File: config.mk
export PLATFORM = sky130hd
export DESIGN_NAME = qnco_out
export DESIGN_NICKNAME = d
export VERILOG_FILES = /design/src/design/quadrature_nco_assert.svh /design/src/design/qnco_pkg.sv /design/src/design/qnco_out.sv
export SDC_FILE = /design/constraint.sdc
export NUM_CORES = 1
export LEC_CHECK = 0
export BUFFER_PORTS_ARGS = -buffer_cell sky130_fd_sc_hd__buf_2
export CORE_AREA = 2 2 121 123
export CTS_BUF_LIST = sky130_fd_sc_hd__clkbuf_8
export CTS_CLUSTER_DIAMETER = 50
export DETAILED_ROUTE_END_ITERATION = 7
export DIE_AREA = 0 0 123 125
export PLACE_DENSITY = 0.68
export SYNTH_ARGS = -nofsm -noshare
export SYNTH_HDL_FRONTEND = slang
export SYNTH_SLANG_ARGS = --single-unit
File: constraint.sdc
create_clock -name i_clk -period 7.1 [get_ports i_clk]
set_input_delay 0.71 -clock i_clk [delete_from_list [all_inputs] [get_ports i_clk]]
set_output_delay 0.71 -clock i_clk [all_outputs]
set_load 0.005 [all_outputs]
File: src/design/quadrature_nco_assert.svh
// assertion macros for the quadrature oscillator
`ifndef QUADRATURE_NCO_ASSERT_SVH
`define QUADRATURE_NCO_ASSERT_SVH

// same-cycle implication
`define QNCO_ASSERT_IMP(lbl, clk, rst_n, a, b) \
    lbl: assert property (@(posedge clk) disable iff (!rst_n) (a) |-> (b)) \
        else $error("quadrature_nco: same-cycle check failed");

// next-cycle implication
`define QNCO_ASSERT_NXT(lbl, clk, rst_n, a, b) \
    lbl: assert property (@(posedge clk) disable iff (!rst_n) (a) |=> (b)) \
        else $error("quadrature_nco: next-cycle check failed");

`endif

File: src/design/qnco_pkg.sv
package qnco_pkg;

    localparam int PHASE_BITS    = 32;
    localparam int OUT_BITS      = 16;
    localparam int CORDIC_STAGES = 16;

    localparam int ATAN_ENTRIES  = 24;
    localparam int N_CELLS       = (CORDIC_STAGES < ATAN_ENTRIES) ? CORDIC_STAGES
                                                                  : ATAN_ENTRIES;
    // x and y in q2.30 plus headroom
    localparam int XW            = 34;
    localparam int PW            = PHASE_BITS + 32;
    localparam logic [XW-1:0] GAIN_Q30 = XW'(652032874);

    localparam int OUT_SH        = 31 - OUT_BITS;
    localparam int OUT_RND       = 1 << (OUT_SH - 1);
    localparam int OUT_LIM       = (1 << (OUT_BITS - 1)) - 1;

    localparam logic [2:0] FUNC_ADVANCE   = 3'd0;
    localparam logic [2:0] FUNC_PEEK      = 3'd1;
    localparam logic [2:0] FUNC_LOAD_PH   = 3'd2;
    localparam logic [2:0] FUNC_LOAD_FREQ = 3'd3;
    localparam logic [2:0] FUNC_ADD_FREQ  = 3'd4;

    typedef struct packed {
        logic [XW-1:0] x;
        logic [XW-1:0] y;
        logic [31:0]   z;
        logic          flip;
        logic [31:0]   freq;
    } t_cordic;

    function automatic logic [31:0] atan_turn(input logic [4:0] idx);
        logic [31:0] v;
        case (idx)
            5'd0:    v = 32'd536870912;
            5'd1:    v = 32'd316933406;
            5'd2:    v = 32'd167458907;
            5'd3:    v = 32'd85004756;
            5'd4:    v = 32'd42667331;
            5'd5:    v = 32'd21354465;
            5'd6:    v = 32'd10679838;
            5'd7:    v = 32'd5340245;
            5'd8:    v = 32'd2670163;
            5'd9:    v = 32'd1335087;
            5'd10:   v = 32'd667544;
            5'd11:   v = 32'd333772;
            5'd12:   v = 32'd166886;
            5'd13:   v = 32'd83443;
            5'd14:   v = 32'd41722;
            5'd15:   v = 32'd20861;
            5'd16:   v = 32'd10430;
            5'd17:   v = 32'd5215;
            5'd18:   v = 32'd2608;
            5'd19:   v = 32'd1304;
            5'd20:   v = 32'd652;
            5'd21:   v = 32'd326;
            5'd22:   v = 32'd163;
            5'd23:   v = 32'd81;
            default: v = 32'd0;
        endcase
        return v;
    endfunction

endpackage

File: src/design/qnco_out.sv
module qnco_out import qnco_pkg::*; (
    input  logic                i_clk,
    input  logic                i_rst_n,
    input  logic                i_valid,
    input  t_cordic             i_data,
    output logic                o_ready,
    output logic                o_valid,
    output logic [OUT_BITS-1:0] o_i_out,
    output logic [OUT_BITS-1:0] o_q_out,
    output logic [31:0]         o_freq_word,
    input  logic                i_ready
);

    localparam logic signed [XW-1:0] C_RND = XW'(OUT_RND);
    localparam logic signed [XW-1:0] C_LIM = XW'(OUT_LIM);

    logic                r_valid;
    logic [OUT_BITS-1:0] r_i;
    logic [OUT_BITS-1:0] r_q;
    logic [31:0]         r_freq;
    logic signed [XW-1:0] w_x;
    logic signed [XW-1:0] w_y;

    function automatic logic [OUT_BITS-1:0] round_sat(input logic signed [XW-1:0] v);
        logic signed [XW-1:0] r;
        r = (v + C_RND) >>> OUT_SH;
        if (r > C_LIM) begin
            r = C_LIM;
        end else if (r < -C_LIM) begin
            r = -C_LIM;
        end
        return OUT_BITS'(r);
    endfunction

    assign w_x = i_data.flip ? -$signed(i_data.x) : $signed(i_data.x);
    assign w_y = i_data.flip ? -$signed(i_data.y) : $signed(i_data.y);

    assign o_ready     = !r_valid || i_ready;
    assign o_valid     = r_valid;
    assign o_i_out     = r_i;
    assign o_q_out     = r_q;
    assign o_freq_word = r_freq;

    always_ff @(posedge i_clk) begin
        if (!i_rst_n) begin
            r_valid <= 1'b0;
        end else if (o_ready) begin
            r_valid <= i_valid;
        end
        if (o_ready && i_valid) begin
            r_i    <= round_sat(w_x);
            r_q    <= round_sat(w_y);
            r_freq <= i_data.freq;
        end
    end

endmodule

Word-level counts from Yosys, hierarchy flattened
Cells that the tools add are included.

Flip-flop bits (word level): 65. Input port bits: 137. Output and inout port bits: 66. Word-level logic and storage cells: 23.

$add $sub $neg: 4. Magnitude comparators: 4. Multiplexer cells: 4. Reduce and logical (&&, ||, !) cells: 5.

Operator list (number): 34-bit by 16-bit adder with 34-bit output (second input constant) (2); 34-bit 2-to-1 mux (2); 34-bit negator (2); 19-bit by 16-bit greater-than comparator with 1-bit output (second input constant) (2); 19-bit by 16-bit < comparator with 1-bit output (second input constant) (2); 16-bit 2-to-1 mux (2); 2-bit OR reduction (2); 1-bit logical AND (1); 1-bit zero test (1); 1-bit logical OR (1).

Depth between registers and ports, before layout
Gate-level depths: netlist of the first run.

Depth in word-level cells: 5. Gate-level depth with buffers: 20. Gate-level depth less buffers: 14.

Least setup slack after synthesis of the first run
OpenSTA, ideal clock, no wires.

Kind: input to register. Start: in i_data[32] (netlist name). End: reg r_q[0], in the netlist o_q_out[0], data pin. Library setup time: 0.272 ns. Data arrival time: 4.493 ns. Data required time: 6.828 ns. Path slack: 2.335 ns. Stages on the path: 19. Buffers on the path: 7. Cells stage by stage: buf_2 buf_1 buf_2 buf_2 clkbuf_1 clkbuf_1 clkbuf_1 o21ai_0 xnor2_1 ha_1 nand4b_1 mux2i_1 nor2_1 nor3_1 o21a_1 o21ai_0 a21oi_1 nor2_1 or4b_1.

Word-level cells in the longest chain between the ends: 4. Elaborated cells between the ends (all ways): 5. Those cells by class: 1 x add/sub; 2 x order compare; 1 x mux; 1 x reduce/logical.

Ends and longest elaborated chain: from (decl) (line qnco_out.sv:5) `input t_cordic i_data,`; 34-bit 2-to-1 mux * (line qnco_out.sv:36) `assign w_y = i_data.flip ? -$signed(i_data.y) : $signed(i_data.y);`; 34-bit by 16-bit adder with 34-bit output * (line qnco_out.sv:26) `r = (v + C_RND) >>> OUT_SH;`; 19-bit by 16-bit greater-than comparator with 1-bit output / 19-bit by 16-bit < comparator with 1-bit output (equally long branches) (line qnco_out.sv:27, qnco_out.sv:29); 2-bit OR reduction (no line); to (signal assigned) (line qnco_out.sv:52) `r_q <= round_sat(w_y);`; to (decl) (line qnco_out.sv:19) `logic [OUT_BITS-1:0] r_q;`.

Every way passes the cells marked *; elsewhere a longest branch is shown, timed or not. A chain may end at the register's enable or synchronous reset.

Worst setup path after layout of the first run
Start: in i_data[73] (netlist name). End: reg r_q[7], in the netlist o_q_out[7], data pin.

Word-level cells in the longest chain between the ends: 5. Elaborated cells between the ends (all ways): 6. Those cells by class: 2 x add/sub; 2 x order compare; 2 x mux.

Ends and longest elaborated chain: 34-bit negator (line qnco_out.sv:36); 34-bit 2-to-1 mux * (line qnco_out.sv:36); 34-bit by 16-bit adder with 34-bit output * (line qnco_out.sv:26); 19-bit by 16-bit < comparator with 1-bit output (line qnco_out.sv:29) `end else if (r < -C_LIM) begin`; 16-bit 2-to-1 mux (line qnco_out.sv:29).

Marked as above.

==> impl_metrics.env, run 1 <==
export IMPL_status="completed"
export IMPL_grt_pass1_wl_um=19900
export IMPL_slew_headroom=0.477
export IMPL_combPwrFrac=0.241
export IMPL_synth_seq_area_share=0.393
export IMPL_start_util=0.348
export IMPL_worst_setup_path_end_kind="flip-flop"
export IMPL_fin_skew_ps=6.16
export IMPL_clock_latency_ps=330
export IMPL_synth_top_cell_area_share=0.389
export IMPL_multi_input_area_um2=2780
export IMPL_critPathLaunchType="input pin"
export IMPL_synth_seq_cells=65
export IMPL_clock_sinks=65
export IMPL_gp_congestion=0.886
export IMPL_fmax_mhz=223
export IMPL_drcViolationCount=0
export IMPL_fillCellCount=1383
export IMPL_dp_cells=835
export IMPL_firstDrtPassIters=5
export IMPL_dp_slack_ps=2270
export IMPL_holdCritPathClass="reg -> reg"
export IMPL_cts_max_path_buffers=2
export IMPL_detail_route_antenna_nets=0
export IMPL_cts_buffers=9
export IMPL_setup_violations=0
export IMPL_regToRegSetupSlack_ps=5570
export IMPL_min_period_ps=4490
export IMPL_viasPerCell=5.39
export IMPL_rsz0062_at_grt="false"
export IMPL_critPathMaxFanout=15
export IMPL_p_total_mw=1.04
export IMPL_p_leak_nw=2.28
export IMPL_p_clk_frac=0.308
export IMPL_final_hold_viol_count=0
export IMPL_dp_hpwl_um=9760
export IMPL_drive_above_1_share=0.340
export IMPL_cts_root_buffer="clkbuf_8"
export IMPL_synthesis_nets=649
export IMPL_wl_per_cell_um=14.8
export IMPL_async_flop_share=0
export IMPL_tightest_slew_ps=782
export IMPL_track_usage=0.159
export IMPL_synth_edf_count=64
export IMPL_nets=801
export IMPL_synth_cell_types=77
export IMPL_ir_drop_mv=0.0548
export IMPL_num_vias=4596
export IMPL_seq_power_share=0.451
export IMPL_crit_required_ps=7140
export IMPL_slew_violations=0
export IMPL_drt_iter0_markers=345
export IMPL_cts_repair_resized=0
export IMPL_htree_levels=3
export IMPL_yosysWarnings=0
export IMPL_p_sw_frac=0.268
export IMPL_ys_flop_type="edfxtp_1"
export IMPL_ys_top_cells_by_area="edfxtp_1 (39%), xnor2_1 (7.6%), o21ai_0 (3.5%)"
export IMPL_post_cts_buffers=0
export IMPL_grt_max_degree=65
export IMPL_crit_type="in -> reg"
export IMPL_first_global_vias=4143
export IMPL_p_sw_mw=0.279
export IMPL_grt_ovfl_total=0
export IMPL_core_area_um2=14200
export IMPL_portBuffers=170
export IMPL_fin_crit_sh=0.633
export IMPL_synth_area_um2=4940
export IMPL_p_per_area_nw_per_um2=171
export IMPL_whs_ps=515
export IMPL_p_int_mw=0.762
export IMPL_die_area_um2=15400
export IMPL_yosysTopAreaCell="edfxtp_1"
export IMPL_dieWidth_um=123
export IMPL_antenna_found_initial=2
export IMPL_num_io_pins=203
export IMPL_fp_dieH_um=125
export IMPL_seq_area_um2=1940
export IMPL_setup_slack_ps=2610
export IMPL_syn_avg_cell_area_um2=9.69
export IMPL_cts_tree="yes"
export IMPL_ctsHoldBuffers=0
export IMPL_num_rows=44
export IMPL_syn_inst=510
export IMPL_finalSetupTns_ps=0
export IMPL_finalWirelength_um=12600
export IMPL_cp_arrival_ps=4530
export IMPL_clkSlewWorstSetupHoldPaths_ps=70
export IMPL_final_cells=853
export IMPL_max_cap_viol_count=0
export IMPL_area_growth_pct=23.2
per-layer routing:
metal,track usage,part of all wire
met1,0.220,0.47
met2,0.249,0.45
met3,0.0265,0.062
met4,0.0561,0.020
met5,0,0
layout make-up:
type / count / area share
Antenna cell: 2 / 0.000822
Clock buffer: 9 / 0.0204
Clock inverter: 7 / 0.0142
Inverter: 10 / 0.00617
Multi-Input combinational cell: 402 / 0.457
Sequential cell: 65 / 0.319
Tap cell: 184 / 0.0378
Timing Repair Buffer: 174 / 0.145
cells in the final DEF (no fill, tap or decap), types with 15 or more instances in the layout:
master and instances:
buf_2 170, edfxtp_1 64, xnor2_1 43, o21ai_0 35, nor2_1 33, nand2_1 31
a21oi_1 20, xor2_1 18, nor3_1 17, or3_1 15
logic make-up after synthesis:
kind of cell / share of synthesized area
AOI/OAI and AO/OA: 0.200
xor gates and xnor gates: 0.111
muxes: 0.0205
and+or+nand+nor: 0.226
buffers and inverters: 0.0443
adders and majority gates: 0.00507
DFF: 0.393
worst max-delay path, stage by stage:
cell and delay (ps):
buf_2 100, nor4_2 530, nand4_2 380, o21ai_0 300, xnor2_1 100, ha_1 250, nand4b_1 110, mux2i_1 100
nor2_1 430, nor3_1 200, o21a_1 160, o21ai_0 220, a21oi_1 100, nor2_1 600, o21ai_0 230
final timing paths:
path,from,to,depth (start not counted)
hold reg to reg,o_valid,o_valid,2
setup / recovery,i_data[73],o_q_out[7],15
setup reg to reg,o_valid,o_q_out[1],3
hold / removal,o_valid,o_valid,2
state kept, by name, indices dropped and copies added (netlist names):
| signal | cells |
|---|---|
| o_freq_word | 32 |
| o_i_out | 16 |
| o_q_out | 16 |
| o_valid | 1 |
power groups by stage:
| stage | logic, mW | registers [mW] | clock network [mW] |
|---|---|---|---|
| floorplan | 0.146 | 0.485 | 0 |
| global placement | 0.243 | 0.478 | 0 |
| detailed placement | 0.249 | 0.479 | 0 |
| CTS | 0.250 | 0.471 | 0.333 |
| global route | 0.278 | 0.473 | 0.350 |
| finish | 0.251 | 0.470 | 0.320 |
through the flow:
stage / util / cell area (um^2)
after detailed placement: 0.413 / 5870
after global placement: 0.413 / 5870
after global routing: 0.428 / 6090
after floorplan: - / 4940
final: 0.428 / 6090
after CTS: 0.428 / 6080
synth_stat cells (7+ instances only):
cell type  number
nor4_1         13
nand2_1        31
a21oi_1        20
nor3_1         17
clkbuf_1       15
a31oi_1        10
buf_2           9
xnor2_1        43
edfxtp_1       64
nor2_1         33
xor2_1         18
mux2i_1         9
nand3_1        12
o21ai_0        35
inv_1          10
or3_1          15
o31ai_1        11
o21ai_2        10
nand4_1         7
nand2b_1        7
Power figures use the tool's default switching activity.
==> run 2, diff against run 1 <==
- ABC_AREA: unset -> 1
- CORE_AREA: 2 2 121 123 -> 2 2 131 133
- DIE_AREA: 0 0 123 125 -> 0 0 133 135
- clock period: 7.1 -> 3.8 ns (I/O delays scaled with it)
==> impl_metrics.env, run 2 <==
export IMPL_detail_route_antenna_nets=0
export IMPL_yosysWarnings=0
export IMPL_cpPeakStageDelay_ps=450
export IMPL_cts_buffers=9
export IMPL_fin_skew_ps=8.17
export IMPL_p_per_area_nw_per_um2=264
export IMPL_wl_per_cell_um=10.9
export IMPL_fin_crit_sh=0.741
export IMPL_critPathLaunchType="input pin"
export IMPL_clkSlewWorstSetupHoldPaths_ps=70
export IMPL_p_leak_nw=3.61
export IMPL_slew_headroom=0.500
export IMPL_firstDrtPassIters=5
export IMPL_start_util=0.357
export IMPL_num_rows=47
export IMPL_nets=1161
export IMPL_synth_compound_area_share=0.0291
export IMPL_ys_flop_type="edfxtp_1"
export IMPL_final_cell_mix="nand2_1 (273), buf_2 (170), inv_1 (115), nor2_1 (104), nand3_1 (76)"
export IMPL_synth_seq_cells=65
export IMPL_fmax_mhz=355
export IMPL_synth_edf_count=64
export IMPL_drcViolationCount=0
export IMPL_synthMuxAreaShare=0
export IMPL_synth_area_um2=5850
export IMPL_ctsHoldBuffers=0
export IMPL_synth_top_cell_area_share=0.328
export IMPL_largest_reg_flops=32
export IMPL_synth_xor_area_frac=0.0192
export IMPL_critPathMaxFanout=15
export IMPL_layout_commonest_cell="nand2_1"
export IMPL_yosysTopAreaCell="edfxtp_1"
export IMPL_cp_arrival_ps=2870
export IMPL_syn_avg_cell_area_um2=6.88
export IMPL_htree_levels=3
export IMPL_synth_cell_types=40
export IMPL_synthesis_nets=990
export IMPL_path_common_cell="nand2_1"
export IMPL_antenna_cells=0
export IMPL_grt_max_degree=65
export IMPL_rsz0062_at_grt="false"
export IMPL_first_global_vias=4991
export IMPL_syn_inst=851
export IMPL_drive_above_1_share=0.317
export IMPL_post_cts_buffers=0
export IMPL_final_hold_viol_count=0
export IMPL_finalWirelength_um=13600
export IMPL_cts_repair_resized=0
export IMPL_antenna_found_initial=0
export IMPL_viasPerCell=4.50
export IMPL_path_cells="buf_2 -> nor2_1 -> nand2_1 -> nor2_2 -> nand2_1 -> nand2_1 -> nand2_1 -> nand2_1 -> ha_1 -> nand3_2 -> inv_2 -> nand2_4 -> nor2_4 -> nand4_2 -> nand2_1 -> nand3_2 -> a21oi_4 -> nand2_1"
export IMPL_max_cap_viol_count=0
export IMPL_fp_dieH_um=135
export IMPL_cp_top_family="simple AND/OR/NAND/NOR gates"
export IMPL_finalSetupTns_ps=0
export IMPL_num_vias=5613
export IMPL_core_area_um2=16400
export IMPL_clock_sinks=65
export IMPL_crit_type="in -> reg"
export IMPL_status="completed"
export IMPL_synth_most_common_cell="nand2_1"
export IMPL_synth_common_cells="nand2_1 (273), inv_1 (115), nor2_1 (104), nand3_1 (76), nand2_2 (65)"
export IMPL_synth_top_family_by_area="simple AND/OR/NAND/NOR gates"
export IMPL_cts_max_path_buffers=2
export IMPL_worst_setup_path_end_kind="flip-flop"
export IMPL_cts_root_buffer="clkbuf_8"
export IMPL_synth_adder_area_share=0.00428
export IMPL_crit_required_ps=3860
export IMPL_num_io_pins=203
export IMPL_clock_latency_ps=330
export IMPL_slew_violations=0
export IMPL_ys_top_cells_by_area="edfxtp_1 (33%), nand2_1 (18%), inv_1 (7.4%)"
export IMPL_dp_hpwl_um=11600
export IMPL_min_period_ps=2810
export IMPL_drt_iter0_markers=305
export IMPL_grt_ovfl_total=0
export IMPL_grt_pass1_wl_um=22900
export IMPL_tightest_slew_ps=750
export IMPL_ir_drop_mv=0.152
export IMPL_holdCritPathClass="in -> reg"
export IMPL_async_flop_share=0
export IMPL_synth_simple_area_share=0.516
export IMPL_gp_congestion=0.856
export IMPL_critPathSlowestCell="a21oi_4"
export IMPL_setup_violations=0
export IMPL_track_usage=0.153
export IMPL_cp_num_buf_inv=2
export IMPL_p_total_mw=1.87
export IMPL_portBuffers=170
export IMPL_dieWidth_um=133
export IMPL_cts_tree="yes"
export IMPL_regToRegSetupSlack_ps=2320
export IMPL_synth_seq_area_share=0.332
export IMPL_die_area_um2=18000
export IMPL_area_growth_pct=20.9
[run 2: cell count changes in the layout (fill, tap and decap cells not counted), sizes merged, moves of 16 or more]
cell	previous run	this run
a21oi	20	3
xnor2	43	3
nor2	33	142
nand2	31	347
nand3	12	86
o21ai	47	13
nor3	18	2
nor4	17	1
inv	11	127
or3	18	0
[run 2: report_power, final]
part / total [mW] / internal [mW] / switching [mW]
registers: 0.875 / 0.864 / 0.0117
clock network: 0.459 / 0.226 / 0.233
logic: 0.536 / 0.195 / 0.341
total: 1.87 / 1.29 / 0.585
[run 2: path summary, 6_finish.rpt]
path	startpoint	cells past startpoint	to
setup / recovery	i_data[76]	18	o_q_out[2]
hold / removal	i_data[9]	1	o_freq_word[9]
hold reg to reg	o_valid	2	o_valid
setup reg to reg	o_valid	2	o_i_out[13]
[run 2: cell type report]
class	count	area, um^2
Timing Repair Buffer	172	878
Inverter	127	477
Multi-Input combinational cell	647	3340
Tap cell	220	275
Clock buffer	9	124
Clock inverter	7	37.5
Sequential cell	65	1940
Fill cell	1695	9330
[run 2: logic make-up after synthesis]
family                   count (synthesis)
flip-flops                              65
buffers and inverters                  139
AO/OA/AOI/OAI                           24
XOR/XNOR                                12
adder cells (fa/ha/maj)                  2
AND/OR/NAND/NOR                        609
[run 2: per-layer routing]
metal | wire length (um) | GRT usage | vias to the layer above
met2 | 5800 | 0.242 | 181
met5 | 0 | 0 | -
met1 | 6700 | 0.214 | 2404
li1 | - | - | 3016
met3 | 945 | 0.0270 | 12
met4 | 178 | 0.0496 | 0
[run 2: metrics by stage]
stage           util  instances  hold WS [ps]  worst slack (ps)  area (um^2)
2_1_floorplan      -        851           479              1070         5860
3_3_place_gp   0.421       1231           545               688         6910
3_5_place_dp   0.421       1231           556               609         6910
4_1_cts        0.431       1247           184               996         7070
5_1_grt        0.431       1247           197               666         7070
6_report       0.431       1247           216               986         7070
[run 2: worst register-to-register path: stages, from the launching register on]
cell and delay, ps:
dfxtp_1 340, a21oi_4 140, buf_4 600
==> run 3, diff against run 2 <==
- clock period: 3.8 -> 2.3 ns (I/O delays scaled with it)
==> impl_metrics.env, run 3 (synthesis results as in run 2) <==
export IMPL_portBuffers=170
export IMPL_first_global_vias=5747
export IMPL_crit_required_ps=2400
export IMPL_p_total_mw=3.78
export IMPL_critPathLaunchType="input pin"
export IMPL_finalInstanceArea_um2=9600
export IMPL_fin_util=0.585
export IMPL_nets=1350
export IMPL_r2r_end="o_i_out[7]"
export IMPL_cts_root_buffer="clkbuf_8"
export IMPL_slew_headroom=0.734
export IMPL_crit_type="in -> reg"
export IMPL_min_path_cells=1
export IMPL_setup_slack_ps=-43.3
export IMPL_violations="setup timing"
export IMPL_setup_violations=22
export IMPL_status="finished, violations left"
export IMPL_regToRegSetupSlack_ps=920
export IMPL_largest_reg_flops=32
export IMPL_num_rows=47
export IMPL_clock_sinks=65
export IMPL_min_period_ps=2340
export IMPL_finalSetupTns_ps=-458
export IMPL_rr_worst_depth=2
export IMPL_ctsHoldBuffers=0
export IMPL_grt_pass1_wl_um=25300
export IMPL_antenna_found_initial=0
export IMPL_tightest_slew_ps=398
export IMPL_die_area_um2=18000
export IMPL_worst_setup_path_end_kind="flip-flop"
export IMPL_htree_levels=3
export IMPL_slew_violations=0
export IMPL_hold_end="o_freq_word[15]"
export IMPL_cp_arrival_ps=2440
export IMPL_finalWirelength_um=16300
export IMPL_placed_area_um2=8410
export IMPL_area_growth_pct=64.1
export IMPL_fin_skew_ps=13.3
export IMPL_fin_crit_sh=1.02
export IMPL_final_cell_mix="nand2_1 (214), buf_4 (175), buf_2 (156), inv_1 (112), nand2_2 (87)"
export IMPL_antenna_cells=0
export IMPL_fp_dieH_um=135
export IMPL_gp_congestion=0.893
export IMPL_reg2reg_from="o_valid"
export IMPL_grt_ovfl_total=0
export IMPL_clkSlewWorstSetupHoldPaths_ps=80
export IMPL_whs_ps=52.3
export IMPL_final_hold_viol_count=0
export IMPL_max_cap_viol_count=0
export IMPL_cts_max_path_buffers=2
export IMPL_start_util=0.357
export IMPL_fmax_mhz=427
export IMPL_ir_drop_mv=0.305
export IMPL_grt_max_degree=56
export IMPL_cts_buffers=9
export IMPL_core_area_um2=16400
export IMPL_num_io_pins=203
export IMPL_p_leak_nw=4.85
export IMPL_rsz0062_at_grt="true"
export IMPL_detail_route_antenna_nets=0
export IMPL_min_from="i_data[15]"
export IMPL_cts_tree="yes"
export IMPL_clock_latency_ps=350
export IMPL_dieWidth_um=133
export IMPL_layout_commonest_cell="nand2_1"
export IMPL_viasPerCell=4.41
export IMPL_wl_per_cell_um=11.4
export IMPL_dp_hpwl_um=12900
export IMPL_drive_above_1_share=0.539
export IMPL_p_per_area_nw_per_um2=393
export IMPL_firstDrtPassIters=4
export IMPL_drt_iter0_markers=267
export IMPL_track_usage=0.169
export IMPL_num_vias=6336
export IMPL_holdCritPathClass="in -> reg"
export IMPL_drcViolationCount=0
export IMPL_critPathMaxFanout=8
-- run 3: cell types whose count changed in the layout (fill, tap and decap cells not counted), moves of 11 or more --
cell	delta
nand3_1	-11
buf_6	+20
buf_2	-14
nand2_4	+35
nand2_1	-59
buf_4	+174
nand2_2	+22
nor2_4	+36
nor2_2	+19
nor2_1	-55
-- run 3: worst max path at each step --
stage | from | to | cells past startpoint
4_1_cts | i_data[80] | o_q_out[5] | 21
3_3_place_gp | i_data[80] | o_q_out[5] | 21
5_1_grt | i_data[72] | o_q_out[1] | 22
6_report | i_data[72] | o_q_out[1] | 22
3_5_place_dp | i_data[66] | o_q_out[5] | 21
2_1_floorplan | i_data[101] | o_i_out[0] | 22
-- run 3: area by class of cell --
type / count / area, um^2
Sequential cell: 65 / 1940
Fill cell: 1527 / 6800
Multi-Input combinational cell: 649 / 4230
Clock inverter: 7 / 70.1
Tap cell: 220 / 275
Inverter: 127 / 487
Clock buffer: 9 / 124
Timing Repair Buffer: 359 / 2480
-- run 3: routing by layer --
layer  share of wire  track usage  wire (um)
met1            0.45        0.223       7340
met2            0.48        0.288       7890
met3           0.057       0.0293        925
met4          0.0087       0.0442        142
met5               0            0          0
-- run 3: worst max-delay path: stages --
cell	delay (ps)
buf_2	130
nor2_4	140
nand2_4	90
nor2_4	230
nand3b_4	100
nand2_2	60
nand2_2	60
nand2_4	100
buf_12	100
nand3_4	90
inv_4	80
nand2_4	60
nor2_4	140
nand2_2	70
nand2_2	60
nand2_1	40
nor2_1	100
nand3_1	120
nand2_4	160
nand2_8	120
nand2_4	80
nand2_2	40
-- run 3: stage by stage --
stage / worst slack, ps / instances
global placement: -411 / 1401
floorplan: -46.4 / 851
detailed placement: -459 / 1401
global route: -204 / 1436
CTS: 1.30 / 1419
finish: -43.3 / 1436
-- run 3: report_power, final --
| group | internal [mW] | switching (mW) |
|---|---|---|
| clock network | 0.497 | 0.425 |
| logic | 0.658 | 0.754 |
| registers | 1.43 | 0.0184 |
| total | 2.58 | 1.20 |
-- run 3: repair_timing --
item	CTS	global route
setup endpoints to repair	19	32
resized for setup	12	214
cloned	1	2
pin swaps	6	128
setup buffers	1	15
